**config.mk**
```make
export PLATFORM = sky130hd
export DESIGN_NAME = rmcl_merge
export DESIGN_NICKNAME = d
export VERILOG_FILES = /design/src/rtl/rmcl_pkg.sv /design/src/rtl/rmcl_merge.sv
export SDC_FILE = /design/constraint.sdc
export NUM_CORES = 1
export LEC_CHECK = 0
export BUFFER_PORTS_ARGS = -buffer_cell sky130_fd_sc_hd__buf_2
export CAP_MARGIN = 10
export CORE_MARGIN = 2
export CORE_UTILIZATION = 45
export DETAILED_ROUTE_END_ITERATION = 8
export PLACE_DENSITY_LB_ADDON = 0.3
export SKIP_CTS_REPAIR_TIMING = 1
export SLEW_MARGIN = 20
export SYNTH_ARGS = -nofsm -noshare
export SYNTH_HDL_FRONTEND = slang
export SYNTH_SLANG_ARGS = --single-unit
```
**constraint.sdc**
```tcl
create_clock -name clk -period 4.7 [get_ports clk]
set_clock_uncertainty 0.1 [all_clocks]
set_input_delay 0.705 -clock clk [delete_from_list [all_inputs] [get_ports clk]]
set_output_delay 0.705 -clock clk [all_outputs]
set_load 0.01 [all_outputs]
```
**src/rtl/rmcl_pkg.sv**
```systemverilog
`timescale 1ns / 1ps

package rmcl_pkg;

  // Field widths
  localparam int WIDTH_W   = 24;
  localparam int COORD_W   = 32;
  localparam int EDGE_W    = 31;
  localparam int CELL_W    = 18;
  localparam int IDX_OUT_W = 6;
  localparam int STATUS_W  = 3;
  localparam int ACTION_W  = 2;
  localparam int AXIS_W    = 2;

  // Default table size per axis
  localparam int DEF_MAX_CELLS = 64;

  // Axis selectors
  localparam logic [AXIS_W-1:0] AXIS_X = 2'd0;
  localparam logic [AXIS_W-1:0] AXIS_Y = 2'd1;
  localparam logic [AXIS_W-1:0] AXIS_Z = 2'd2;

  typedef enum logic [ACTION_W-1:0] {
    ACT_CLEAR  = 2'd0,
    ACT_APPEND = 2'd1,
    ACT_LOCATE = 2'd2,
    ACT_NONE   = 2'd3
  } action_t;

  typedef enum logic [STATUS_W-1:0] {
    ST_OK    = 3'd0,
    ST_X_OUT = 3'd1,
    ST_Y_OUT = 3'd2,
    ST_Z_OUT = 3'd3,
    ST_EMPTY = 3'd4,
    ST_FULL  = 3'd5
  } status_t;

  // Commands from the controller to one axis lane
  typedef struct packed {
    logic clear;
    logic append;
    logic locate;
  } lane_cmd_t;

  // Status reported by one axis lane
  typedef struct packed {
    logic busy;
    logic empty;
    logic outside;
    logic full;
  } lane_stat_t;

  // One result word
  typedef struct packed {
    status_t                status;
    logic [CELL_W-1:0]      linear_cell;
    logic [IDX_OUT_W-1:0]   x_index;
    logic [IDX_OUT_W-1:0]   y_index;
    logic [IDX_OUT_W-1:0]   z_index;
  } res_t;

endpackage

```
**src/rtl/rmcl_merge.sv**
```systemverilog
`timescale 1ns / 1ps

// Combines the three lane indices into the row-major cell number.
module rmcl_merge #(
  parameter int MAX_CELLS = rmcl_pkg::DEF_MAX_CELLS,
  localparam int CW = $clog2(MAX_CELLS + 1)
) (
  input  logic                clk,
  input  logic                rst_n,
  input  logic                start,
  input  rmcl_pkg::status_t   status,
  input  logic [CW-1:0]       ix,
  input  logic [CW-1:0]       iy,
  input  logic [CW-1:0]       iz,
  input  logic [CW-1:0]       ny,
  input  logic [CW-1:0]       nz,
  output logic                done,
  output rmcl_pkg::res_t      res
);

  localparam int CLW = rmcl_pkg::CELL_W;
  localparam int W1  = 2 * CW + 1;
  localparam int W2  = CLW + CW + 1;

  logic              v1_r, v2_r;
  logic [CLW-1:0]    t1_r;
  rmcl_pkg::status_t st1_r;
  rmcl_pkg::res_t    res_r;
  logic [W1-1:0]     sum1;
  logic [W2-1:0]     sum2;
  logic              ok;

  // ix*ny + iy, then (..)*nz + iz, both kept modulo the cell width
  assign sum1 = W1'(ix) * W1'(ny) + W1'(iy);
  assign sum2 = W2'(t1_r) * W2'(nz) + W2'(iz);
  assign ok   = (st1_r == rmcl_pkg::ST_OK);

  always_ff @(posedge clk) begin
    if (!rst_n) begin
      v1_r <= 1'b0;
      v2_r <= 1'b0;
    end else begin
      v1_r <= start;
      v2_r <= v1_r;
    end
  end

  always_ff @(posedge clk) begin
    t1_r              <= CLW'(sum1);
    st1_r             <= status;
    res_r.status      <= st1_r;
    res_r.linear_cell <= ok ? CLW'(sum2) : '0;
    res_r.x_index     <= ok ? rmcl_pkg::IDX_OUT_W'(ix) : '0;
    res_r.y_index     <= ok ? rmcl_pkg::IDX_OUT_W'(iy) : '0;
    res_r.z_index     <= ok ? rmcl_pkg::IDX_OUT_W'(iz) : '0;
  end

  assign done = v2_r;
  assign res  = res_r;

endmodule

```
==> impl_metrics.prom <==
# TYPE chip_impl_metric gauge
chip_impl_info{name="status",value="completed"} 1
chip_impl_metric{name="min_period",unit="ns"} 4.56
chip_impl_metric{name="min_period_over_period",unit="%"} 96.9
chip_impl_metric{name="gpl.final_weighted_congestion",unit=""} 0.866
chip_impl_metric{name="critical_path_required",unit="ns"} 4.86
chip_impl_info{name="cts_tree",value="yes"} 1
chip_impl_metric{name="num_antenna_cells",unit=""} 0
chip_impl_metric{name="area_occupied_by_multi_input_gates",unit="sq um"} 4780
chip_impl_info{name="rsz0062_at_grt",value="no"} 1
chip_impl_metric{name="placed_cells_incl_taps",unit=""} 995
chip_impl_metric{name="cts-buffers-inserted",unit=""} 9
chip_impl_info{name="critPathLaunchType",value="input port"} 1
chip_impl_metric{name="final_setup_margin",unit="ns"} 0.143
chip_impl_metric{name="floorplan.die.width",unit="microns"} 124
chip_impl_metric{name="fill_cells",unit=""} 1299
chip_impl_metric{name="ys_seq_elements",unit=""} 59
chip_impl_metric{name="detail_route.wl_per_cell",unit="microns"} 13.3
chip_impl_metric{name="place_worst_setup_slack",unit="ns"} -0.157
chip_impl_metric{name="cts.clk_slew.worst_paths",unit="ns"} 0.05
chip_impl_info{name="final_common_cell",value="inv_1"} 1
chip_impl_metric{name="layout.nets",unit=""} 1035
chip_impl_metric{name="avgViaCountPerCell",unit=""} 4.80
chip_impl_metric{name="synth_warnings",unit=""} 0
chip_impl_metric{name="ys_async_sr_fraction",unit="%"} 0
chip_impl_metric{name="grt_remaining_overflow",unit=""} 0
chip_impl_metric{name="layout.cells.non_filler",unit=""} 1010
chip_impl_metric{name="die_h",unit="microns"} 124
chip_impl_metric{name="drive_above_1_share",unit="%"} 17.1
chip_impl_metric{name="worstPathArrival",unit="ns"} 4.72
chip_impl_metric{name="placement.io_buffers",unit=""} 80
chip_impl_metric{name="global_route_usage_sum",unit="%"} 18.6
chip_impl_metric{name="max_slew.worst_pin.slew",unit="ns"} 0.840
chip_impl_info{name="synth-main-ff-cell",value="dfxtp_1"} 1
chip_impl_metric{name="insertion_delay",unit="ns"} 0.33
chip_impl_metric{name="synth.distinct_cells",unit=""} 43
chip_impl_metric{name="antenna_violating_nets_post_route",unit=""} 0
chip_impl_metric{name="cp.buffers_inverters",unit=""} 5
chip_impl_metric{name="timing_hold_violations_final",unit=""} 0
chip_impl_metric{name="placement.cell_area",unit="sq um"} 7420
chip_impl_metric{name="critical_path.max_stage_delay",unit="ns"} 0.55
chip_impl_metric{name="cts_buffer_depth",unit=""} 2
chip_impl_metric{name="fp.coreArea",unit="sq um"} 14400
chip_impl_metric{name="drt-total-wl",unit="microns"} 13500
chip_impl_metric{name="cts.sink_count",unit=""} 59
chip_impl_metric{name="timing.max_slew.rel_slack",unit="%"} 43.8
chip_impl_info{name="hold_class",value="flip-flop to flip-flop"} 1
chip_impl_metric{name="setup_viol",unit=""} 0
chip_impl_metric{name="hold_slack",unit="ns"} 0.294
chip_impl_metric{name="initial_utilization",unit="%"} 45.4
chip_impl_metric{name="fp-row-count",unit=""} 44
chip_impl_metric{name="crit_path_max_fanout",unit=""} 3
chip_impl_metric{name="io_pins",unit=""} 81
chip_impl_metric{name="synth-edff-count",unit=""} 0
chip_impl_metric{name="sequential_cell_area",unit="sq um"} 1180
chip_impl_info{name="layout.cells.most_common_list",value="143 x inv_1, 109 x and2_1, 97 x fa_1, 80 x buf_2, 75 x ha_1"} 1
chip_impl_metric{name="floorplan.die_area",unit="sq um"} 15500
chip_impl_info{name="clockRootBuffer",value="clkbuf_16"} 1
chip_impl_metric{name="synthesis.instances",unit=""} 705
chip_impl_metric{name="postSynthNetCount",unit=""} 918
chip_impl_info{name="crit_path_end_kind",value="flip-flop"} 1
chip_impl_metric{name="grt_start_max_net_pins",unit=""} 22
chip_impl_metric{name="stdcell_area",unit="sq um"} 7720
chip_impl_metric{name="rrSetupSlack",unit="ns"} 0.21
chip_impl_info{name="critical_path.top_delay_family",value="adder cells"} 1
chip_impl_info{name="slowest_stage_cell_cp",value="fa_1"} 1
chip_impl_metric{name="via_count",unit=""} 4851
chip_impl_metric{name="syn-cell-area",unit="sq um"} 6530
chip_impl_metric{name="area_growth_syn_to_layout",unit="%"} 18.3
chip_impl_metric{name="grt_antenna_before_repair",unit=""} 0
chip_impl_metric{name="grt_first_pass_wirelength",unit="microns"} 23400
chip_impl_metric{name="detailedRoute.firstIterationViolations",unit=""} 187
chip_impl_metric{name="detailedPlacementHpwl",unit="microns"} 11100
chip_impl_metric{name="h-tree-depth",unit=""} 3
chip_impl_metric{name="remaining_drc_errors",unit=""} 0
chip_impl_info{name="critical_path.cell_chain",value="buf_2 -> and2_1 -> fa_1 -> inv_1 -> fa_1 -> inv_1 -> fa_1 -> inv_1 -> fa_1 -> inv_1 -> ha_1 -> o21a_1 -> o31a_1 -> nor3_1 -> o311a_1 -> o21ai_1 -> mux2i_1"} 1
chip_impl_metric{name="max_clock_freq",unit="GHz"} 0.219
chip_impl_metric{name="synth_seq_area_share",unit="%"} 18.1
chip_impl_info{name="criticalPathCategory",value="input port to flip-flop"} 1
chip_impl_metric{name="maxCapViolCount",unit=""} 0
chip_impl_metric{name="post_synth.cell_area_avg",unit="sq um"} 9.26
chip_impl_metric{name="first_pass_iters",unit=""} 4
chip_impl_metric{name="first_global_vias",unit=""} 5012
chip_impl_metric{name="finalMaxSlewViolations",unit=""} 0
[metrics by stage]
step           TNS [ns]  util [%]
4_1_cts               0      53.7
5_1_grt               0      53.7
3_3_place_gp     -0.314      51.6
3_5_place_dp     -0.787      51.6
6_report              0      53.7
2_1_floorplan         0         -
[state kept, by name, summed over array words and instances (netlist names)]
signal,cells
done,1
res,39
st1_r,3
t1_r,15
v1_r,1
[kinds of logic (layout without fill, tap and decap cells)]
group | Yosys count | count (layout) | synth area share (%)
AO/OA/AOI/OAI | 64 | 64 | 6.94
XOR/XNOR | 24 | 24 | 3.22
adder cells (fa/ha/maj) | 172 | 172 | 44.1
flip-flops | 59 | 59 | 18.1
multiplexers | 2 | 2 | 0.307
buffers and inverters | 154 | 275 | 8.86
AND/OR/NAND/NOR | 230 | 230 | 18.5
[final cells by class]
cell class | count | area share [%]
tap | 184 | 2.98
multi-input combinational | 492 | 61.9
sequential | 59 | 15.3
clock buffer | 11 | 3.27
inverter | 143 | 6.95
clock inverter | 4 | 0.648
timing repair buffer | 117 | 8.95
[routing by layer]
layer | part of all wire [%] | global-route usage, % | up-vias | wire [microns]
met2 | 48 | 31.6 | 135 | 6440
met4 | 3.4 | 7.67 | 0 | 461
met3 | 4.5 | 3.65 | 30 | 600
li1 | - | - | 2393 | -
met5 | 0 | 0 | - | 0
met1 | 44 | 23.1 | 2293 | 5950
[Yosys cell counts, drive strengths merged (4+ instances only)]
cell	n	area, sq um
inv	143	537
and2	109	682
fa	97	1940
ha	75	938
nand2	65	244
dfxtp	59	1180
nor2	28	108
o21ai	15	75.1
xnor2	15	131
a21oi	11	55.1
clkbuf	11	41.3
o21a	11	83.8
nor3	9	45.0
xor2	9	78.8
a211oi	6	55.1
a21o	5	37.5
nor2b	4	32.5
or3	4	25.0
[path summary, 6_finish.rpt]
| path | endpoint | depth (start not counted) | start |
|---|---|---|---|
| setup reg to reg | res[32]$_SDFF_PP0_ | 16 | t1_r[5]$_DFF_P_ |
| hold reg to reg | res[37]$_DFF_P_ | 0 | st1_r[1]$_DFF_P_ |
| hold / removal | res[37]$_DFF_P_ | 0 | st1_r[1]$_DFF_P_ |
| setup / recovery | res[32]$_SDFF_PP0_ | 17 | nz[3] |
Power is not shown: default switching activity piles up to over one toggle a cycle in this logic, so the estimate is an artifact.
