==> src/rtl/rmcl_pkg.sv <==
`timescale 1ns / 1ps

package rmcl_pkg;

  // Field widths
  localparam int WIDTH_W   = 24;
  localparam int COORD_W   = 32;
  localparam int EDGE_W    = 31;
  localparam int CELL_W    = 18;
  localparam int IDX_OUT_W = 6;
  localparam int STATUS_W  = 3;
  localparam int ACTION_W  = 2;
  localparam int AXIS_W    = 2;

  // Default table size per axis
  localparam int DEF_MAX_CELLS = 64;

  // Axis selectors
  localparam logic [AXIS_W-1:0] AXIS_X = 2'd0;
  localparam logic [AXIS_W-1:0] AXIS_Y = 2'd1;
  localparam logic [AXIS_W-1:0] AXIS_Z = 2'd2;

  typedef enum logic [ACTION_W-1:0] {
    ACT_CLEAR  = 2'd0,
    ACT_APPEND = 2'd1,
    ACT_LOCATE = 2'd2,
    ACT_NONE   = 2'd3
  } action_t;

  typedef enum logic [STATUS_W-1:0] {
    ST_OK    = 3'd0,
    ST_X_OUT = 3'd1,
    ST_Y_OUT = 3'd2,
    ST_Z_OUT = 3'd3,
    ST_EMPTY = 3'd4,
    ST_FULL  = 3'd5
  } status_t;

  // Commands from the controller to one axis lane
  typedef struct packed {
    logic clear;
    logic append;
    logic locate;
  } lane_cmd_t;

  // Status reported by one axis lane
  typedef struct packed {
    logic busy;
    logic empty;
    logic outside;
    logic full;
  } lane_stat_t;

  // One result word
  typedef struct packed {
    status_t                status;
    logic [CELL_W-1:0]      linear_cell;
    logic [IDX_OUT_W-1:0]   x_index;
    logic [IDX_OUT_W-1:0]   y_index;
    logic [IDX_OUT_W-1:0]   z_index;
  } res_t;

endpackage

==> src/rtl/rmcl_axis_lane.sv <==
`timescale 1ns / 1ps

// One axis: edge memory, cell count, last edge and a binary search engine.
module rmcl_axis_lane #(
  parameter int MAX_CELLS = rmcl_pkg::DEF_MAX_CELLS,
  localparam int CW = $clog2(MAX_CELLS + 1)
) (
  input  logic                              clk,
  input  logic                              rst_n,
  input  rmcl_pkg::lane_cmd_t               cmd,
  input  logic [rmcl_pkg::WIDTH_W-1:0]      width,
  input  logic [rmcl_pkg::COORD_W-1:0]      coord,
  output rmcl_pkg::lane_stat_t              stat,
  output logic [CW-1:0]                     idx,
  output logic [CW-1:0]                     count
);

  localparam int DEPTH = MAX_CELLS + 1;
  localparam int EW    = rmcl_pkg::EDGE_W;

  typedef enum logic [1:0] {
    L_IDLE   = 2'b01,
    L_SEARCH = 2'b10
  } lstate_t;

  lstate_t        state_r, state_nxt;
  logic [CW-1:0]  count_r, count_nxt;
  logic [EW-1:0]  last_r, last_nxt;
  logic [CW-1:0]  lo_r, lo_nxt;
  logic [CW-1:0]  hi_r, hi_nxt;
  logic [CW-1:0]  mid_r, mid_nxt;
  logic [EW-1:0]  coord_r, coord_nxt;
  logic           empty_r, empty_nxt;
  logic           outside_r, outside_nxt;

  logic [EW-1:0]  mem [DEPTH];
  logic [EW-1:0]  rd_data_r;
  logic [CW-1:0]  rd_addr;
  logic [CW-1:0]  wr_addr;
  logic           wr_en;

  logic           full;
  logic [EW:0]    sum;
  logic [EW-1:0]  sum_sat;
  logic           outside_now;
  logic           ge;
  logic [CW-1:0]  lo_step, hi_step;

  function automatic logic [CW-1:0] mid_of(input logic [CW-1:0] a, input logic [CW-1:0] b);
    logic [CW:0] s;
    s = {1'b0, a} + {1'b0, b} + (CW + 1)'(1);
    return s[CW:1];
  endfunction

  assign full        = (count_r == CW'(MAX_CELLS));
  assign sum         = {1'b0, last_r} + (EW + 1)'(width);
  assign sum_sat     = sum[EW] ? {EW{1'b1}} : sum[EW-1:0];
  assign outside_now = coord[rmcl_pkg::COORD_W-1] | (coord[EW-1:0] > last_r);
  assign wr_addr     = count_r + CW'(1);
  assign wr_en       = (state_r == L_IDLE) && cmd.append && !cmd.clear && !full;

  // One search step: keep the largest index whose edge is <= the point
  assign ge      = (rd_data_r <= coord_r);
  assign lo_step = ge ? mid_r : lo_r;
  assign hi_step = ge ? hi_r : (mid_r - CW'(1));

  // Next-state logic
  always_comb begin
    state_nxt   = state_r;
    count_nxt   = count_r;
    last_nxt    = last_r;
    lo_nxt      = lo_r;
    hi_nxt      = hi_r;
    mid_nxt     = mid_r;
    coord_nxt   = coord_r;
    empty_nxt   = empty_r;
    outside_nxt = outside_r;
    rd_addr     = mid_r;
    case (state_r)
      L_IDLE: begin
        if (cmd.clear) begin
          count_nxt = '0;
          last_nxt  = '0;
        end else if (cmd.append && !full) begin
          count_nxt = count_r + CW'(1);
          last_nxt  = sum_sat;
        end
        if (cmd.locate) begin
          empty_nxt   = (count_r == '0);
          outside_nxt = outside_now;
          coord_nxt   = coord[EW-1:0];
          lo_nxt      = '0;
          hi_nxt      = count_r - CW'(1);
          mid_nxt     = mid_of('0, count_r - CW'(1));
          rd_addr     = mid_nxt;
          if ((count_r > CW'(1)) && !outside_now) begin
            state_nxt = L_SEARCH;
          end
        end
      end
      L_SEARCH: begin
        lo_nxt  = lo_step;
        hi_nxt  = hi_step;
        mid_nxt = mid_of(lo_step, hi_step);
        rd_addr = mid_nxt;
        if (lo_step == hi_step) begin
          state_nxt = L_IDLE;
        end
      end
      default: begin
        state_nxt = L_IDLE;
      end
    endcase
  end

  // Control registers
  always_ff @(posedge clk) begin
    if (!rst_n) begin
      state_r <= L_IDLE;
      count_r <= '0;
      last_r  <= '0;
    end else begin
      state_r <= state_nxt;
      count_r <= count_nxt;
      last_r  <= last_nxt;
    end
  end

  // Search registers
  always_ff @(posedge clk) begin
    lo_r      <= lo_nxt;
    hi_r      <= hi_nxt;
    mid_r     <= mid_nxt;
    coord_r   <= coord_nxt;
    empty_r   <= empty_nxt;
    outside_r <= outside_nxt;
  end

  // Edge memory, one write and one registered read per cycle
  always_ff @(posedge clk) begin
    if (wr_en) begin
      mem[wr_addr] <= sum_sat;
    end
    rd_data_r <= mem[rd_addr];
  end

  assign stat.busy    = (state_r == L_SEARCH);
  assign stat.empty   = empty_r;
  assign stat.outside = outside_r;
  assign stat.full    = full;
  assign idx          = lo_r;
  assign count        = count_r;

endmodule

==> config.mk <==
export PLATFORM = sky130hd
export DESIGN_NAME = rmcl_axis_lane
export DESIGN_NICKNAME = d
export VERILOG_FILES = /design/src/rtl/rmcl_pkg.sv /design/src/rtl/rmcl_axis_lane.sv
export SDC_FILE = /design/constraint.sdc
export NUM_CORES = 2
export LEC_CHECK = 0
export ABC_AREA = 1
export BUFFER_PORTS_ARGS = -buffer_cell sky130_fd_sc_hd__buf_2
export CORE_MARGIN = 2
export CORE_UTILIZATION = 32
export DETAILED_ROUTE_END_ITERATION = 6
export PLACE_DENSITY = 0.53
export SLEW_MARGIN = 10
export SYNTH_ARGS = -nofsm -noshare
export SYNTH_HDL_FRONTEND = slang
export SYNTH_SLANG_ARGS = --single-unit
==> constraint.sdc <==
create_clock -name clk -period 7.6 [get_ports clk]
set_input_delay 0.76 -clock clk [delete_from_list [all_inputs] [get_ports clk]]
set_output_delay 0.76 -clock clk [all_outputs]
set_load 0.01 [all_outputs]
==> impl_metrics.toml <==
[cts]
clkLatencyLatePin_ns = 0.91
cts.sinks = 2140
cts-root-buf = "clkbuf_16"
clock_tree.buffer_depth = 3
cts_tree = "yes"
cts.htree.levels = 4
clk_transition_reported_paths_ns = 0.06
post_cts_buffers = 0
post_cts_resized = 0
hold_buffers = 0
cts_buffers = 221

[min_path]
min_path_cells = 1
min-delay-path-class = "input port to flip-flop"
worstHoldStart = "coord[15]"

[cells_and_area]
nets = 7354
drive_above_1_share = 0.0975
syn_to_final_growth_pct = 14.3
fillCellCount = 26400
final_area_mm2 = 0.101

[logic_synthesis]
syn_area_per_cell_um2 = 12.4
ys_types = 50
ys_seq_elements = 2140
synthesis.area_mm2 = 0.0887
synth_compound_area_frac = 0.112
synth_ff_type = "edfxtp_1"
post-synth-top-count-cell = "edfxtp_1"
synth_top_family_by_area = "simple AND/OR/NAND/NOR gates"
yosys.area_share.simple = 0.123
synth_common_cells = "2062 x edfxtp_1, 1056 x nor2_1, 990 x o21ai_0"
netlist_instances = 7156
synth-edff-count = 2062
yosysTopAreaCell = "edfxtp_1"
synthArstFlopShare = 0
synth_fp_nets = 7320
ys.warnings.count = 0
ys_top_cells_by_area = "edfxtp_1 70%, o21ai_0 5.6%, nor2_1 4.5%"
synthMuxAreaShare = 0
ys_seq_area_frac = 0.716
synth_xor_area_frac = 0.00277
synth_top_area_share = 0.698
synth-adder-area-share = 0.0147

[power_and_ir_drop]
vdd_ir_drop_max_v = 0.000429
p_int_mw = 23.0
p_switching_mw = 16.0
clock_power_share = 0.269
swShare = 0.410
pwr-share-seq = 0.360
power_frac_comb = 0.371
powerDensity_mw_per_mm2 = 385
leakagePower_nw = 33.1

[worst_setup_path]
startpoint = "rd_data_r[1]"
cp.required_ns = 8.34
reg2reg_depth = 28
cp_data_arrival_time_ns = 7.37
crit_path_max_fanout = 112
cpPeakStageDelay_ns = 0.68
cp-start-kind = "flip-flop"
path_common_cell = "nand2_1"
crit_path_end_kind = "flip-flop"
r2r_start = "rd_data_r[1]"
cp_slowest_cell = "dfxtp_1"
worstSetupPathType = "flip-flop to flip-flop"

[job]
cap_violations = 0

[global_route]
grt_usage = 0.210
grt_pass1_vias = 57900
grt_pass1_wl_mm = 427
grt_remaining_overflow = 0
antenna_found_initial = 22
grt_max_degree = 191

[placement]
post_dp_cell_area_mm2 = 0.0943
gp_congestion = 0.866
place_hpwl_mm = 169
portBuffers = 78

[die]
die_x_um = 530
coreArea_mm2 = 0.276
fp.dieH_um = 530
die_area_mm2 = 0.281
start_util = 0.321
num_rows = 193
io_pins = 79

[sta]
setup_viol = 0
rsz0062_at_grt = "no"
timing.slew.headroom = 0.103
final.setup.tns_ns = 0
slew_viol_final = 0
max_freq_mhz = 151
min_period_ns = 6.63
final_hold_viol_count = 0
period_share = 0.872
worst_pin_slew_ns = 1.34
fin_worst_skew_ns = 0.0722

[routing]
wire_per_inst_um = 27.2
num_vias = 60600
drt-initial-drc-count = 7789
drc = 0
vias_per_cell = 5.46
ant_nets = 0
wirelength_mm = 302
dr.pass1.iters = 6

[run_status]
outcome = "finished, final reports clean"
-- placed cells by master (no fill, tap or decap), types with 4 or more instances in the layout --
cell,n
ha_1,101
nand3_2,14
nor2_1,990
o22a_1,372
edfxtp_1,2062
buf_2,78
clkbuf_16,221
o22ai_1,94
clkinv_1,64
or2_2,10
o21ai_1,10
xor2_1,21
buf_4,184
nand4_1,9
nor2_4,65
bufinv_16,10
nand2_2,21
a21oi_1,157
a21boi_1,4
o21ai_0,989
o21a_1,5
nand3_1,623
clkbuf_1,70
clkbuf_8,6
inv_1,158
xnor2_1,7
o211ai_1,5
a21o_1,4
inv_2,6
buf_12,35
clkinv_16,10
dfxtp_1,78
clkinv_2,30
inv_16,4
diode_2,9
nand3b_1,98
nor3_1,9
nand2_1,713
-- final cells by class --
cell class | instances | area, µm² | share of cell area
Clock inverter | 120 | 1100 | 0.0109
Clock buffer | 297 | 5880 | 0.0580
Multi-Input combinational cell | 4361 | 23100 | 0.228
Antenna cell | 9 | 22.5 | 0.000222
Inverter | 169 | 654 | 0.00646
Sequential cell | 2140 | 63500 | 0.626
Timing Repair Buffer | 297 | 2470 | 0.0244
Tap cell | 3705 | 4640 | 0.0457
-- critical path, delay by kind of cell (launching register included) --
| kind | cells | cell delay (ns) |
|---|---|---|
| fa+ha+maj | 3 | 1.15 |
| flops | 1 | 0.68 |
| buf+inv | 3 | 1.22 |
| compound gates | 4 | 0.61 |
| simple gates | 18 | 2.51 |
-- routing by layer --
metal | track usage | wire, µm
met1 | 0.288 | 126000
met2 | 0.332 | 139000
met3 | 0.0365 | 25700
met4 | 0.0766 | 11200
met5 | 0 | 50
-- state kept, by name (all words and copies together), names as in the netlist --
name,count
empty_r,1
state_r,2
last_r,31
coord_r,31
outside_r,1
rd_data_r,31
count,7
mid_r,7
idx,7
hi_r,7
mem,2015
-- final timing paths --
kind,end,slack (ns)
max,rd_data_r[30],0.97
min,coord_r[15],0.06
min reg2reg,rd_data_r[1],0.44
max reg2reg,rd_data_r[30],0.97
-- kinds of logic (layout without fill, tap and decap cells) --
family          count (synthesis)  count (layout)
xor+xnor                       28              28
simple gates                 2568            2568
compound gates               1662            1662
buf+inv                       655             883
flops                        2140            2140
other cells                     0               9
fa+ha+maj                     103             103
-- power groups by stage --
| stage | registers (mW) | clock network (mW) | logic [mW] |
|---|---|---|---|
| 2_1_floorplan | 14.1 | 0 | 8.13 |
| 3_3_place_gp | 14.3 | 0 | 14.3 |
| 3_5_place_dp | 14.3 | 0 | 14.3 |
| 4_1_cts | 14.0 | 10.6 | 14.3 |
| 5_1_grt | 14.0 | 11.1 | 15.4 |
| 6_report | 14.0 | 10.5 | 14.5 |
-- per-stage QoR --
step / total power, mW / std cells / hold WS [ns] / utilization / setup slack [ns]
after detailed placement: 28.5 / 10700 / 0.429 / 0.342 / 1.18
after global routing: 40.5 / 11100 / 0.0237 / 0.367 / 0.643
after floorplan: 22.3 / 7156 / 0.419 / - / 3.19
after CTS: 39.0 / 11100 / 0.00384 / 0.367 / 1.14
after global placement: 28.6 / 10700 / 0.424 / 0.342 / 1.20
final: 39.0 / 11100 / 0.0606 / 0.367 / 0.970
Power figures use the tool's default switching activity.
